$ cat config.mk
export PLATFORM = sky130hd
export DESIGN_NAME = scbp_ctrl
export DESIGN_NICKNAME = d
export VERILOG_FILES = /design/src/rtl/scbp_pkg.sv /design/src/rtl/scbp_ctrl.sv
export VERILOG_INCLUDE_DIRS = /design/src /design/src/rtl
export SDC_FILE = /design/constraint.sdc
export NUM_CORES = 1
export LEC_CHECK = 0
export BUFFER_PORTS_ARGS = -buffer_cell sky130_fd_sc_hd__buf_2
export CORE_AREA = 2 2 39 41
export CTS_CLUSTER_SIZE = 25
export DETAILED_ROUTE_END_ITERATION = 10
export DIE_AREA = 0 0 41 43
export GPL_TIMING_DRIVEN = 0
export PLACE_DENSITY = 0.31
export RECOVER_POWER = 50
export SLEW_MARGIN = 20
export SYNTH_ARGS = -nofsm -noshare
export SYNTH_HDL_FRONTEND = slang
export SYNTH_SLANG_ARGS = --single-unit
$ cat constraint.sdc
create_clock -name clock -period 1.2 [get_ports clock]
set_input_delay 0.18 -clock clock [delete_from_list [all_inputs] [get_ports clock]]
set_output_delay 0.18 -clock clock [all_outputs]
set_load 0.005 [all_outputs]
$ cat src/rtl/assert_macros.svh
`ifndef ASSERT_MACROS_SVH
`define ASSERT_MACROS_SVH

// clocked check, switched off while reset is high
`define ASSERT_CLKD(lbl, clk, rst, prop) \
   lbl: assert property (@(posedge clk) disable iff (rst) prop) \
      else $error("assertion failed");

// clocked check that also holds during reset
`define ASSERT_ALWAYS(lbl, clk, prop) \
   lbl: assert property (@(posedge clk) prop) \
      else $error("assertion failed");

`endif

$ cat src/rtl/scbp_pkg.sv
package scbp_pkg;

   localparam int NUM_CLASSES = 5;
   localparam int NUM_BUFFERS = 13;

   localparam int BUF_IDX_W  = (NUM_BUFFERS > 1) ? $clog2(NUM_BUFFERS) : 1;
   localparam int CLS_IDX_W  = (NUM_CLASSES > 1) ? $clog2(NUM_CLASSES) : 1;
   localparam int SIZE_W     = 16;
   localparam int HANDLE_W   = 4;
   localparam int CLASS_W    = 3;
   localparam int STATUS_W   = 3;
   localparam int CSR_IDX_W  = 3;
   localparam int CSR_DATA_W = 16;

   localparam int CLASS_COUNT [NUM_CLASSES] = '{1, 5, 1, 5, 1};
   localparam logic [SIZE_W-1:0] CLASS_SIZE_RESET [NUM_CLASSES] =
      '{16'd20, 16'd50, 16'd120, 16'd256, 16'd512};

   // register map: class_size_0 sits at the base, the others follow
   localparam logic [CSR_IDX_W-1:0] REG_CLASS_SIZE_BASE = 3'd0;

   typedef enum logic {
      CMD_ALLOC = 1'b0,
      CMD_FREE  = 1'b1
   } cmd_type;

   typedef enum logic [STATUS_W-1:0] {
      ST_ALLOCATED    = 3'd0,
      ST_FREED        = 3'd1,
      ST_ALREADY_FREE = 3'd2,
      ST_NO_BUFFER    = 3'd3,
      ST_INVALID      = 3'd4
   } status_type;

   // controller to datapath
   typedef struct packed {
      logic load_req;
      logic commit;
   } ctl_cmd_type;

   // first buffer index of a class
   function automatic logic [BUF_IDX_W-1:0] class_first(input logic [CLS_IDX_W-1:0] cls);
      int sum;
      sum = 0;
      for (int c = 0; c < NUM_CLASSES; c++) begin
         if (c < int'(cls)) sum += CLASS_COUNT[c];
      end
      return BUF_IDX_W'(sum);
   endfunction

   // class that holds a buffer index
   function automatic logic [CLASS_W-1:0] class_of(input logic [BUF_IDX_W-1:0] buf_idx);
      int start;
      logic [CLASS_W-1:0] cls;
      logic found;
      start = 0;
      cls = CLASS_W'(NUM_CLASSES - 1);
      found = 1'b0;
      for (int c = 0; c < NUM_CLASSES; c++) begin
         start += CLASS_COUNT[c];
         if (!found && int'(buf_idx) < start) begin
            cls = CLASS_W'(c);
            found = 1'b1;
         end
      end
      return cls;
   endfunction

endpackage

$ cat src/rtl/scbp_ctrl.sv
`include "assert_macros.svh"

module scbp_ctrl import scbp_pkg::*; (
   input  logic        clock,
   input  logic        reset,
   input  logic        req_valid,
   output logic        req_ready,
   output logic        rsp_valid,
   input  logic        rsp_ready,
   output ctl_cmd_type ctl_cmd
);

   typedef enum logic [1:0] {
      S_IDLE = 2'b01,
      S_EXEC = 2'b10
   } ctrl_state_type;

   ctrl_state_type state_ff, state_in;
   logic           rsp_valid_ff, rsp_valid_in;
   logic           req_xfer;
   logic           commit;

   assign req_ready = (state_ff == S_IDLE);
   assign req_xfer  = req_valid && req_ready;
   // result register is free or emptied in this cycle
   assign commit    = (state_ff == S_EXEC) && (!rsp_valid_ff || rsp_ready);

   assign ctl_cmd.load_req = req_xfer;
   assign ctl_cmd.commit   = commit;
   assign rsp_valid        = rsp_valid_ff;

   always_comb begin
      state_in = state_ff;
      unique case (state_ff)
         S_IDLE: begin
            if (req_xfer) state_in = S_EXEC;
         end
         S_EXEC: begin
            if (commit) state_in = S_IDLE;
         end
         default: state_in = S_IDLE;
      endcase
   end

   always_comb begin
      rsp_valid_in = rsp_valid_ff;
      priority if (commit) begin
         rsp_valid_in = 1'b1;
      end else if (rsp_ready) begin
         rsp_valid_in = 1'b0;
      end else begin
         rsp_valid_in = rsp_valid_ff;
      end
   end

   always_ff @(posedge clock) begin
      if (reset) begin
         state_ff     <= S_IDLE;
         rsp_valid_ff <= 1'b0;
      end else begin
         state_ff     <= state_in;
         rsp_valid_ff <= rsp_valid_in;
      end
   end

   `ASSERT_CLKD(a_commit_gives_rsp, clock, reset, commit |=> rsp_valid_ff)
   `ASSERT_CLKD(a_accept_starts_exec, clock, reset, req_xfer |=> (state_ff == S_EXEC))
   `ASSERT_CLKD(a_stall_holds_exec, clock, reset,
                ((state_ff == S_EXEC) && rsp_valid_ff && !rsp_ready) |=> (state_ff == S_EXEC))

endmodule

==> Implementation_results.wiki <==
{| class="wikitable"
! Metric !! Value
|-
| First-pass GRT wire length || 434 um
|-
| Largest net degree at the start of global routing || 5
|-
| Antenna cell count || 0
|-
| Sink Count || 3
|-
| Average detailed-routed wire length per instance || 6.634 um
|-
| Leading cell type by number of instances after synthesis || sky130_fd_sc_hd__dfxtp_1
|-
| Vias in the first global route || 133
|-
| Arrival time worst endpoint || 0.98 ns
|-
| Total via count in the routed design || 130
|-
| Start-to-end type of the worst setup path || reg2out
|-
| Remaining DRCs || 0
|-
| Tot GR Track Use || 0.04413
|-
| Required time worst endpoint || 1.02 ns
|-
| Reg2Reg Launch Point || state_ff[1]
|-
| Transition time at the pin with the least slew margin || 0.1082 ns
|-
| Worst Slack Setup Final || 0.03829 ns
|-
| Critical path capture point type || output port
|-
| Proportion of layout cells with a drive suffix above 1 || 0.6800
|-
| Latest clock arrival within the worst-skew pair || 0.23 ns
|-
| Predominant post-synthesis flop cell || sky130_fd_sc_hd__dfxtp_1
|-
| Number of buffers inserted during clock tree synthesis || 3
|-
| Number of iterations in the first detailed-routing pass || 2
|-
| Total wirelength of the detailed-routed design || 272 um
|-
| Main area contributors after synthesis || sky130_fd_sc_hd__dfxtp_1 (42%), sky130_fd_sc_hd__buf_4 (10%), sky130_fd_sc_hd__and4bb_1 (8.7%)
|-
| Worst hold path depth || 2
|-
| Count of standard-cell rows || 14
|-
| Max Slew Vio Count || 0
|-
| Final hold violation count || 0
|-
| Final ANT Viol Nets || 0
|-
| Drt initial violations || 1
|-
| Unrepaired setup endpoints after global routing || true
|-
| Post-synthesis cell type count || 9
|-
| Number of H-tree branching levels || 1
|-
| Die ar. || 1763 sq um
|-
| Overall power consumption || 0.3197 mW
|-
| Count of port buffers added during placement || 7
|-
| Effective utilization at floorplan || 0.1040
|-
| Mean instance size in the synthesized netlist || 10.28 sq um
|-
| Die Span X || 41 um
|-
| Clock skew after layout || 0.0001407 ns
|-
| Leakage || 0.1288 nW
|-
| Net count reported at finish || 30
|-
| Area growth, synth to finish || 72.17%
|-
| Die height || 43 um
|-
| Top-level port count || 8
|-
| HP Start || reset
|-
| Filler instances || 162
|-
| Clock tree from TritonCTS || yes
|-
| Largest area contributor in the netlist || sky130_fd_sc_hd__dfxtp_1
|-
| End point of the worst hold path || rsp_valid
|-
| Outcome || complete, no violations
|-
| Pre-CTS WS || 0.2224 ns
|-
| Gp weighted congestion || 0.5118
|-
| Number of maximum-capacitance violations || 0
|-
| Area of the mapped netlist || 143.9 sq um
|-
| Total number of yosys warnings || 0
|-
| Syn Inst Count || 14
|-
| Worst-case clock buffer depth || 2
|-
| Synthesized net count || 18
|-
| Hold Crit Class || in2reg
|-
| Via density || 3.171
|-
| Shortest period the worst path allows || 1.162 ns
|-
| Proportion of synthesized chip area in sequential cells || 0.4174
|-
| Startpoint type of the worst setup path || flip-flop
|-
| Clock-pin slew reported for the worst setup and hold paths after clock tree synthesis || 0.03 ns
|-
| Flip-flop and latch count after synthesis || 3
|-
| Worst-case register-to-register setup slack || 0.23 ns
|-
| Core region area || 1384 sq um
|-
| Antenna violations before repair || 0
|-
| Commonest cells post-synth || sky130_fd_sc_hd__dfxtp_1 (3), sky130_fd_sc_hd__buf_4 (2), sky130_fd_sc_hd__nand2b_1 (2), sky130_fd_sc_hd__nor2b_1 (2)
|-
| Worst Reg2Reg Path Length in Cells || 3
|-
| Headroom to the max-slew limit || 0.9277
|-
| # setup viols final || 0
|-
| Root cell of the clock tree || sky130_fd_sc_hd__clkbuf_4
|-
| Power density cells || 1290 nW/um^2
|-
| Peak Freq || 0.8608 GHz
|-
| GRT Residual Overflow || 0
|-
| Post-synth EDFFs || 0
|-
| Max rail drop VDD || 0.2144 mV
|-
| Async SR Flop Fraction || 0
|-
| Largest fanout on the critical path || 3
|-
| FF-to-FF End || state_ff[1]
|-
| Post-route clock period utilization || 0.9681
|-
| Fraction of post-synthesis cell area in the top cell type by area || 0.4174
|}
[power breakdown]
group,total [mW],internal (mW),switching [mW]
sequential,0.109,0.105,0.00466
clock,0.173,0.124,0.0484
combinational,0.0375,0.0263,0.0112
[flip-flops by register name (all words and copies together), names as in the netlist]
name	flops
rsp_valid	1
state_ff	2
[cell families after synthesis]
| kind of cell | synth area share |
|---|---|
| flip-flops | 0.4174 |
| AND/OR/NAND/NOR | 0.3217 |
| AO/OA/AOI/OAI | 0.1565 |
| buffers and inverters | 0.1043 |
[layout make-up]
class / count / area [sq um] / share of cell area
clock buffer: 4 / 26.28 / 0.1061
timing repair buffer: 8 / 48.80 / 0.1970
buffer: 1 / 7.507 / 0.03030
tap: 16 / 20.02 / 0.08081
sequential: 3 / 65.06 / 0.2626
multi-input combinational: 9 / 80.08 / 0.3232
[layer usage]
layer,GRT usage,wire length [um],vias up
met5,0,0,-
met4,0.08000,0,0
met3,0.03141,15,0
met2,0.05000,156,3
met1,0.03205,99,60
li1,-,-,67
[critical path, stage by stage (launching register included)]
cell,delay (ns)
sky130_fd_sc_hd__dfxtp_2,0.32
sky130_fd_sc_hd__nand2b_1,0.06
sky130_fd_sc_hd__nor2b_2,0.15
sky130_fd_sc_hd__buf_4,0.12
sky130_fd_sc_hd__buf_2,0.11
[cell usage in the layout, fill, tap and decap left out, drive strengths merged]
cell and n:
dfxtp 3, clkbuf 4, nand2b 2, and4bb 1, a21oi 1, o21ba 1
buf 9, and3b 1, o21bai 1, nor2b 2
[per-stage QoR]
| stage | instances | cell area, sq um | hold WS (ns) | util | TNS (ns) |
|---|---|---|---|---|---|
| 2_1_floorplan | 14 | 143.9 | 0.2491 | - | 0 |
| 3_3_place_gp | 37 | 198.9 | 0.3725 | 0.1438 | 0 |
| 3_5_place_dp | 37 | 198.9 | 0.3733 | 0.1438 | 0 |
| 4_1_cts | 42 | 235.2 | 0.1272 | 0.1700 | -0.003542 |
| 5_1_grt | 41 | 247.7 | 0.1206 | 0.1790 | -0.02533 |
| 6_report | 41 | 247.7 | 0.1242 | 0.1790 | 0 |
[worst max-delay path by stage]
stage                     start    endpoint  slack [ns]  cells after the start
floorplan           state_ff[1]  ctl_cmd[1]        0.37                      2
global placement    state_ff[1]  ctl_cmd[1]        0.21                      3
detailed placement  state_ff[1]  ctl_cmd[1]        0.22                      3
CTS                 state_ff[0]  ctl_cmd[0]      -0.004                      4
global route          rsp_valid  ctl_cmd[0]       -0.03                      4
finish                rsp_valid  ctl_cmd[0]        0.04                      4
[what timing repair did]
item | CTS | global route
setup buffers | 1 | 0
endpoints found under the setup margin | 2 | 2
endpoints found under the hold margin | 0 | 0
resized for setup | 2 | 6
hold buffers | 0 | 0
Note: power is estimated with default switching activity, not from simulation.
