`src/rtl/assert_macros.svh`:
```
`ifndef ASSERT_MACROS_SVH
`define ASSERT_MACROS_SVH

// clocked check, switched off while reset is high
`define ASSERT_CLKD(lbl, clk, rst, prop) \
   lbl: assert property (@(posedge clk) disable iff (rst) prop) \
      else $error("assertion failed");

// clocked check that also holds during reset
`define ASSERT_ALWAYS(lbl, clk, prop) \
   lbl: assert property (@(posedge clk) prop) \
      else $error("assertion failed");

`endif

```
`src/rtl/scbp_pkg.sv`:
```
package scbp_pkg;

   localparam int NUM_CLASSES = 5;
   localparam int NUM_BUFFERS = 13;

   localparam int BUF_IDX_W  = (NUM_BUFFERS > 1) ? $clog2(NUM_BUFFERS) : 1;
   localparam int CLS_IDX_W  = (NUM_CLASSES > 1) ? $clog2(NUM_CLASSES) : 1;
   localparam int SIZE_W     = 16;
   localparam int HANDLE_W   = 4;
   localparam int CLASS_W    = 3;
   localparam int STATUS_W   = 3;
   localparam int CSR_IDX_W  = 3;
   localparam int CSR_DATA_W = 16;

   localparam int CLASS_COUNT [NUM_CLASSES] = '{1, 5, 1, 5, 1};
   localparam logic [SIZE_W-1:0] CLASS_SIZE_RESET [NUM_CLASSES] =
      '{16'd20, 16'd50, 16'd120, 16'd256, 16'd512};

   // register map: class_size_0 sits at the base, the others follow
   localparam logic [CSR_IDX_W-1:0] REG_CLASS_SIZE_BASE = 3'd0;

   typedef enum logic {
      CMD_ALLOC = 1'b0,
      CMD_FREE  = 1'b1
   } cmd_type;

   typedef enum logic [STATUS_W-1:0] {
      ST_ALLOCATED    = 3'd0,
      ST_FREED        = 3'd1,
      ST_ALREADY_FREE = 3'd2,
      ST_NO_BUFFER    = 3'd3,
      ST_INVALID      = 3'd4
   } status_type;

   // controller to datapath
   typedef struct packed {
      logic load_req;
      logic commit;
   } ctl_cmd_type;

   // first buffer index of a class
   function automatic logic [BUF_IDX_W-1:0] class_first(input logic [CLS_IDX_W-1:0] cls);
      int sum;
      sum = 0;
      for (int c = 0; c < NUM_CLASSES; c++) begin
         if (c < int'(cls)) sum += CLASS_COUNT[c];
      end
      return BUF_IDX_W'(sum);
   endfunction

   // class that holds a buffer index
   function automatic logic [CLASS_W-1:0] class_of(input logic [BUF_IDX_W-1:0] buf_idx);
      int start;
      logic [CLASS_W-1:0] cls;
      logic found;
      start = 0;
      cls = CLASS_W'(NUM_CLASSES - 1);
      found = 1'b0;
      for (int c = 0; c < NUM_CLASSES; c++) begin
         start += CLASS_COUNT[c];
         if (!found && int'(buf_idx) < start) begin
            cls = CLASS_W'(c);
            found = 1'b1;
         end
      end
      return cls;
   endfunction

endpackage

```
`src/rtl/scbp_dpath.sv`:
```
`include "assert_macros.svh"

module scbp_dpath import scbp_pkg::*; (
   input  logic                  clock,
   input  logic                  reset,
   input  ctl_cmd_type           ctl_cmd,
   input  logic                  req_cmd,
   input  logic [SIZE_W-1:0]     req_size,
   input  logic [HANDLE_W-1:0]   req_handle,
   input  logic                  csr_we,
   input  logic [CSR_IDX_W-1:0]  csr_index,
   input  logic [CSR_DATA_W-1:0] csr_data,
   output logic [STATUS_W-1:0]   rsp_status,
   output logic [HANDLE_W-1:0]   rsp_granted_handle,
   output logic [CLASS_W-1:0]    rsp_granted_class
);

   logic [SIZE_W-1:0]      class_size_ff [NUM_CLASSES];
   logic [NUM_BUFFERS-1:0] free_map_ff, free_map_in;

   cmd_type                cmd_ff;
   logic [SIZE_W-1:0]      size_ff;
   logic [HANDLE_W-1:0]    handle_ff;

   status_type             status_ff, status_in;
   logic [HANDLE_W-1:0]    gh_ff, gh_in;
   logic [CLASS_W-1:0]     gc_ff, gc_in;

   logic                   cls_found;
   logic [CLS_IDX_W-1:0]   cls_idx;
   logic [BUF_IDX_W-1:0]   first_idx;
   logic                   buf_hit;
   logic [BUF_IDX_W-1:0]   buf_idx;
   logic                   handle_ok;
   logic                   handle_free;

   // first class in index order whose size covers the request
   always_comb begin
      cls_found = 1'b0;
      cls_idx   = '0;
      for (int c = NUM_CLASSES - 1; c >= 0; c--) begin
         if (size_ff <= class_size_ff[c]) begin
            cls_found = 1'b1;
            cls_idx   = CLS_IDX_W'(c);
         end
      end
   end

   assign first_idx = class_first(cls_idx);

   // lowest free buffer at or above the first buffer of that class
   always_comb begin
      buf_hit = 1'b0;
      buf_idx = '0;
      for (int b = NUM_BUFFERS - 1; b >= 0; b--) begin
         if (free_map_ff[b] && (b >= int'(first_idx))) begin
            buf_hit = 1'b1;
            buf_idx = BUF_IDX_W'(b);
         end
      end
   end

   assign handle_ok   = (int'(handle_ff) < NUM_BUFFERS);
   assign handle_free = handle_ok ? free_map_ff[BUF_IDX_W'(handle_ff)] : 1'b0;

   always_comb begin
      free_map_in = free_map_ff;
      status_in   = ST_NO_BUFFER;
      gh_in       = '0;
      gc_in       = '0;
      unique case (cmd_ff)
         CMD_ALLOC: begin
            if (cls_found && buf_hit) begin
               status_in            = ST_ALLOCATED;
               gh_in                = HANDLE_W'(buf_idx);
               gc_in                = class_of(buf_idx);
               free_map_in[buf_idx] = 1'b0;
            end
         end
         CMD_FREE: begin
            priority if (!handle_ok) begin
               status_in = ST_INVALID;
            end else if (handle_free) begin
               status_in = ST_ALREADY_FREE;
            end else begin
               status_in = ST_FREED;
               free_map_in[BUF_IDX_W'(handle_ff)] = 1'b1;
            end
         end
         default: status_in = ST_NO_BUFFER;
      endcase
   end

   always_ff @(posedge clock) begin
      if (reset) begin
         free_map_ff <= '1;
         for (int c = 0; c < NUM_CLASSES; c++) class_size_ff[c] <= CLASS_SIZE_RESET[c];
      end else begin
         if (ctl_cmd.commit) free_map_ff <= free_map_in;
         // indexes past the last class are dropped
         for (int c = 0; c < NUM_CLASSES; c++) begin
            if (csr_we && (csr_index == REG_CLASS_SIZE_BASE + CSR_IDX_W'(c))) begin
               class_size_ff[c] <= SIZE_W'(csr_data);
            end
         end
      end
   end

   always_ff @(posedge clock) begin
      if (ctl_cmd.load_req) begin
         cmd_ff    <= cmd_type'(req_cmd);
         size_ff   <= req_size;
         handle_ff <= req_handle;
      end
      if (ctl_cmd.commit) begin
         status_ff <= status_in;
         gh_ff     <= gh_in;
         gc_ff     <= gc_in;
      end
   end

   assign rsp_status         = STATUS_W'(status_ff);
   assign rsp_granted_handle = gh_ff;
   assign rsp_granted_class  = gc_ff;

   `ASSERT_CLKD(a_alloc_takes_one, clock, reset,
                (ctl_cmd.commit && (status_in == ST_ALLOCATED)) |=>
                ($countones(free_map_ff) + 1 == $past($countones(free_map_ff))))
   `ASSERT_CLKD(a_free_returns_one, clock, reset,
                (ctl_cmd.commit && (status_in == ST_FREED)) |=>
                ($countones(free_map_ff) == $past($countones(free_map_ff)) + 1))
   `ASSERT_CLKD(a_reject_keeps_map, clock, reset,
                (ctl_cmd.commit && (status_in == ST_NO_BUFFER || status_in == ST_INVALID ||
                 status_in == ST_ALREADY_FREE)) |=> $stable(free_map_ff))

endmodule

```
`config.mk`:
```
export PLATFORM = sky130hd
export DESIGN_NAME = scbp_dpath
export DESIGN_NICKNAME = d
export VERILOG_FILES = /design/src/rtl/scbp_pkg.sv /design/src/rtl/scbp_dpath.sv
export VERILOG_INCLUDE_DIRS = /design/src /design/src/rtl
export SDC_FILE = /design/constraint.sdc
export NUM_CORES = 1
export LEC_CHECK = 0
export BUFFER_PORTS_ARGS = -buffer_cell sky130_fd_sc_hd__buf_4
export CAP_MARGIN = 20
export CORE_MARGIN = 8
export CORE_UTILIZATION = 60
export CTS_CLUSTER_SIZE = 40
export DETAILED_ROUTE_END_ITERATION = 12
export GPL_TIMING_DRIVEN = 0
export PLACE_DENSITY = 0.87
export SLEW_MARGIN = 20
export SYNTH_ARGS = -nofsm -noshare
export SYNTH_HDL_FRONTEND = slang
export SYNTH_SLANG_ARGS = --single-unit
```
`constraint.sdc`:
```
create_clock -name clock -period 6.3 [get_ports clock]
set_input_delay 0.315 -clock clock [delete_from_list [all_inputs] [get_ports clock]]
set_output_delay 0.315 -clock clock [all_outputs]
set_load 0.02 [all_outputs]
```
==> impl_results.md <==
- Status: completed
- # hold bufs at CTS: 0
- Setup_tns: 0 ns
- Reg2Reg Setup Slack: 2.44 ns
- Hold Crit Start: req_size[12]
- # IOs: 55
- Post-Syn Area per Cell: roughly 12 um2
- Largest net degree at the start of global routing: 22
- CP Class: reg -> reg
- Fin nets: 778
- Syn Inst Count: between 500 and 600
- Final Hold Fails: 0
- Die ar.: 15,100 um2
- Die Span X: around 120 um
- Worst hold path class: in -> reg
- Layout Cells excl Fill: around 810
- Fraction of the mapped netlist area in simple logic gates: 13.0%
- Peak supply drop: 0.000224 V
- CTS root buf: clkbuf_16
- Worst stage delay on the critical path: around 0.52 ns
- Global route overflow: 0
- Sequential cell fraction of total power: 41.9%
- GRT Overall Usage: about 22%
- WHS Path Cells: 1
- Cell Int Power: about 1.8 mW
- Top-count cell post-synth: edfxtp_1
- Crit path DAT: just over 4 ns
- FF-to-FF End: rsp_granted_class[0]
- Synth top cells by count: edfxtp_1, inv_1, ha_1, a21oi_1, and2_1
- Fmax: about 0.26 GHz
- Worst-Margin Slew: about 0.90 ns
- Seq/Total Area, Yosys: a little over half
- DRT Pass-1 Iters: 6
- Startpoint Class: flip-flop
- Synth cell types: between 60 and 70
- Worst skew pair latency: roughly 0.43 ns
- Post-synthesis compound-gate area fraction: approximately 14%
- Cell Count Post-Placement: just under 800
- First-pass GRT wire length: around 26 mm
- Vias: 5,061
- Antenna Cells: 0
- Share of cells above drive strength 1: between 15 and 20%
- Core Region: between 10,000 and 15,000 um2
- Gp weighted congestion: around 1.0
- Antenna Nets Post-Route: 0
- Mapped Nets: around 700
- Max-Cap Viols: 0
- Initial antenna violation count: 0
- FF-to-FF path depth: 10
- Multi-input gate area: between 2000 and 3000 um2
- CTS Buf Count: 17
- Max stage delay cell, worst path: edfxtp_1
- Mux contribution to synthesized area: 0.984%
- Adder-cell area share of the yosys netlist: between 10 and 15%
- Worst Hold Path EP: size_ff[12]
- Area Overhead vs Synth: 17.6%
- Cell row count: 39
- Crit-path max FO: 5
- CTS tree: yes
- Combinational share of power: between 10% and 20%
- Detailed Route Iter0 Violations: 528
- Yosys top cell by area: edfxtp_1
- Power per Cell Area: roughly 300 nW/um2
- H-tree levels: 4
- Crit share post-route: 61.3%
- CP Cell Sequence: ha_1 > nand4_1 > nor3_1 > a21boi_1 > o31ai_2 > o311ai_2 > o21ai_1 > a31oi_1 > o211ai_1 > a32o_1
- Primary FF master, synth: edfxtp_1
- EDFF count, synth: 111
- Unrepaired setup endpoints after global routing: false
- Drt via density: 6.26
- Part of the power in the clock network: a little over two fifths
- DIE HEIGHT: between 100 and 150 um
- Starting Density: roughly three fifths
- Clock buffer depth: 2
- Synth warnings: 0
- Leakage Power: roughly 3.4 nW
- Synth Cell Area: ~6900 um2
- PostCTS Resize Cnt: 0
- Clock Skew: between 0.006 and 0.007 ns
- Crit. End Element: flip-flop
- DRC errors left: 0
- Largest family of logic cells by synthesized area: adder cells
- Max-slew violations: 0
- Synth top area cells: edfxtp_1, ha_1, inv_1
- Worst rel slew slack: roughly two fifths
- Switch Pwr: approximately 600 uW
- IO Port Bufs: 54
- DR WL/cell: between 15 and 20 um
- Post-CTS setup buffer count: 0
- Share of the synthesized area in the top cell type: around half
- Setup violations, final: 0
- Sw frac: 25.7%
- Fill cells: between 700 and 800
- Tmin final: between 3 and 4 ns
- Reg clk slew, reported paths: about 0.06 ns
- Register Area: around 3600 um2
- Asr flop ratio synth: 0%
- Seq cells post-synth: about 120
- Worst Path Required: between 6 and 7 ns
- TritonCTS Sinks: between 100 and 150
- Routed WL: between 15 and 20 mm
- Post-Synth XOR/XNOR Area: 0%
- Critical R2R Launch: size_ff[15]
- Vias in the first global route: between 5,000 and 6,000
- Post-detail-place hpwl: approximately 12 mm
-- placed cells by master, fill, tap and decap left out, types with 5 or more instances in the layout --
cell	instances
edfxtp_1	111
inv_1	84
ha_1	80
buf_4	54
a21oi_1	41
and2_1	30
nand2_1	28
nand4_1	18
clkbuf_16	17
nor2_1	16
dfxtp_1	13
nand3_1	12
nor2b_1	11
o21ai_0	11
nand2b_1	11
o21ai_1	7
clkbuf_1	6
nor4_1	6
a21o_1	5
and3_1	5
o211ai_1	5
a31oi_1	5
-- flip-flops by register name, indices dropped and copies added (netlist names) --
name and cells:
class_size_ff 80, cmd_ff 1, free_map_ff 13, handle_ff 4
rsp_granted_class 3, rsp_granted_handle 4, rsp_status 3, size_ff 16
-- layer usage --
metal | vias up | global-route usage, % | part of all wire (%) | wire length (um)
met5 | - | 0 | 0 | 0
met3 | 59 | 6.16 | 8.4 | 1350
met1 | 2408 | 25.3 | 38 | 6080
li1 | 2321 | - | - | -
met2 | 273 | 38.0 | 49 | 7950
met4 | 0 | 12.6 | 4.3 | 690
-- area by class of cell --
class | instances | share of cell area (%)
Tap cell | 143 | 2.22
Clock inverter | 13 | 2.15
Timing Repair Buffer | 55 | 5.16
Inverter | 84 | 3.91
Clock buffer | 19 | 5.36
Sequential cell | 124 | 44.5
Multi-Input combinational cell | 366 | 36.4
Buffer | 5 | 0.248
-- worst max path at each step --
stage | start | endpoint | slack [ns]
CTS | size_ff[15] | rsp_granted_class[0] | 2.54
floorplan | size_ff[14] | rsp_granted_class[0] | 3.27
detailed placement | size_ff[14] | rsp_granted_class[0] | 2.60
finish | size_ff[15] | rsp_granted_class[0] | 2.44
global route | size_ff[14] | rsp_granted_class[0] | 2.36
global placement | size_ff[15] | rsp_granted_class[0] | 2.69
-- metrics by stage --
stage	area (um2)	setup slack (ns)	util (%)	hold WS (ns)	total power [mW]
after floorplan	6870	3.27	-	0.414	1.26
after global placement	7450	2.69	66.1	0.493	1.36
after detailed placement	7460	2.60	66.2	0.494	1.38
after CTS	8070	2.54	71.6	0.0491	2.38
after global routing	8070	2.36	71.6	0.0451	2.46
final	8070	2.44	71.6	0.0618	2.38
-- worst max-delay path, delay by kind of cell, from the launching register on --
family | cells | cell delay (ns)
AOI/OAI and AO/OA | 7 | 2.01
and+or+nand+nor | 2 | 0.70
DFF | 1 | 0.52
adders and majority gates | 1 | 0.37
-- power by group through the flow --
stage | Clock (mW) | Sequential (mW) | Combinational [mW]
detailed placement | 0 | 1.01 | 0.370
floorplan | 0 | 1.01 | 0.247
finish | 1.00 | 0.998 | 0.383
global route | 1.04 | 1.00 | 0.420
global placement | 0 | 1.01 | 0.347
CTS | 1.01 | 0.998 | 0.376
-- logic make-up after synthesis --
kind of cell / Yosys count
fa+ha+maj: 80
compound gates: 126
buf+inv: 89
simple gates: 157
mux: 3
flops: 124
Power figures use the tool's default switching activity.
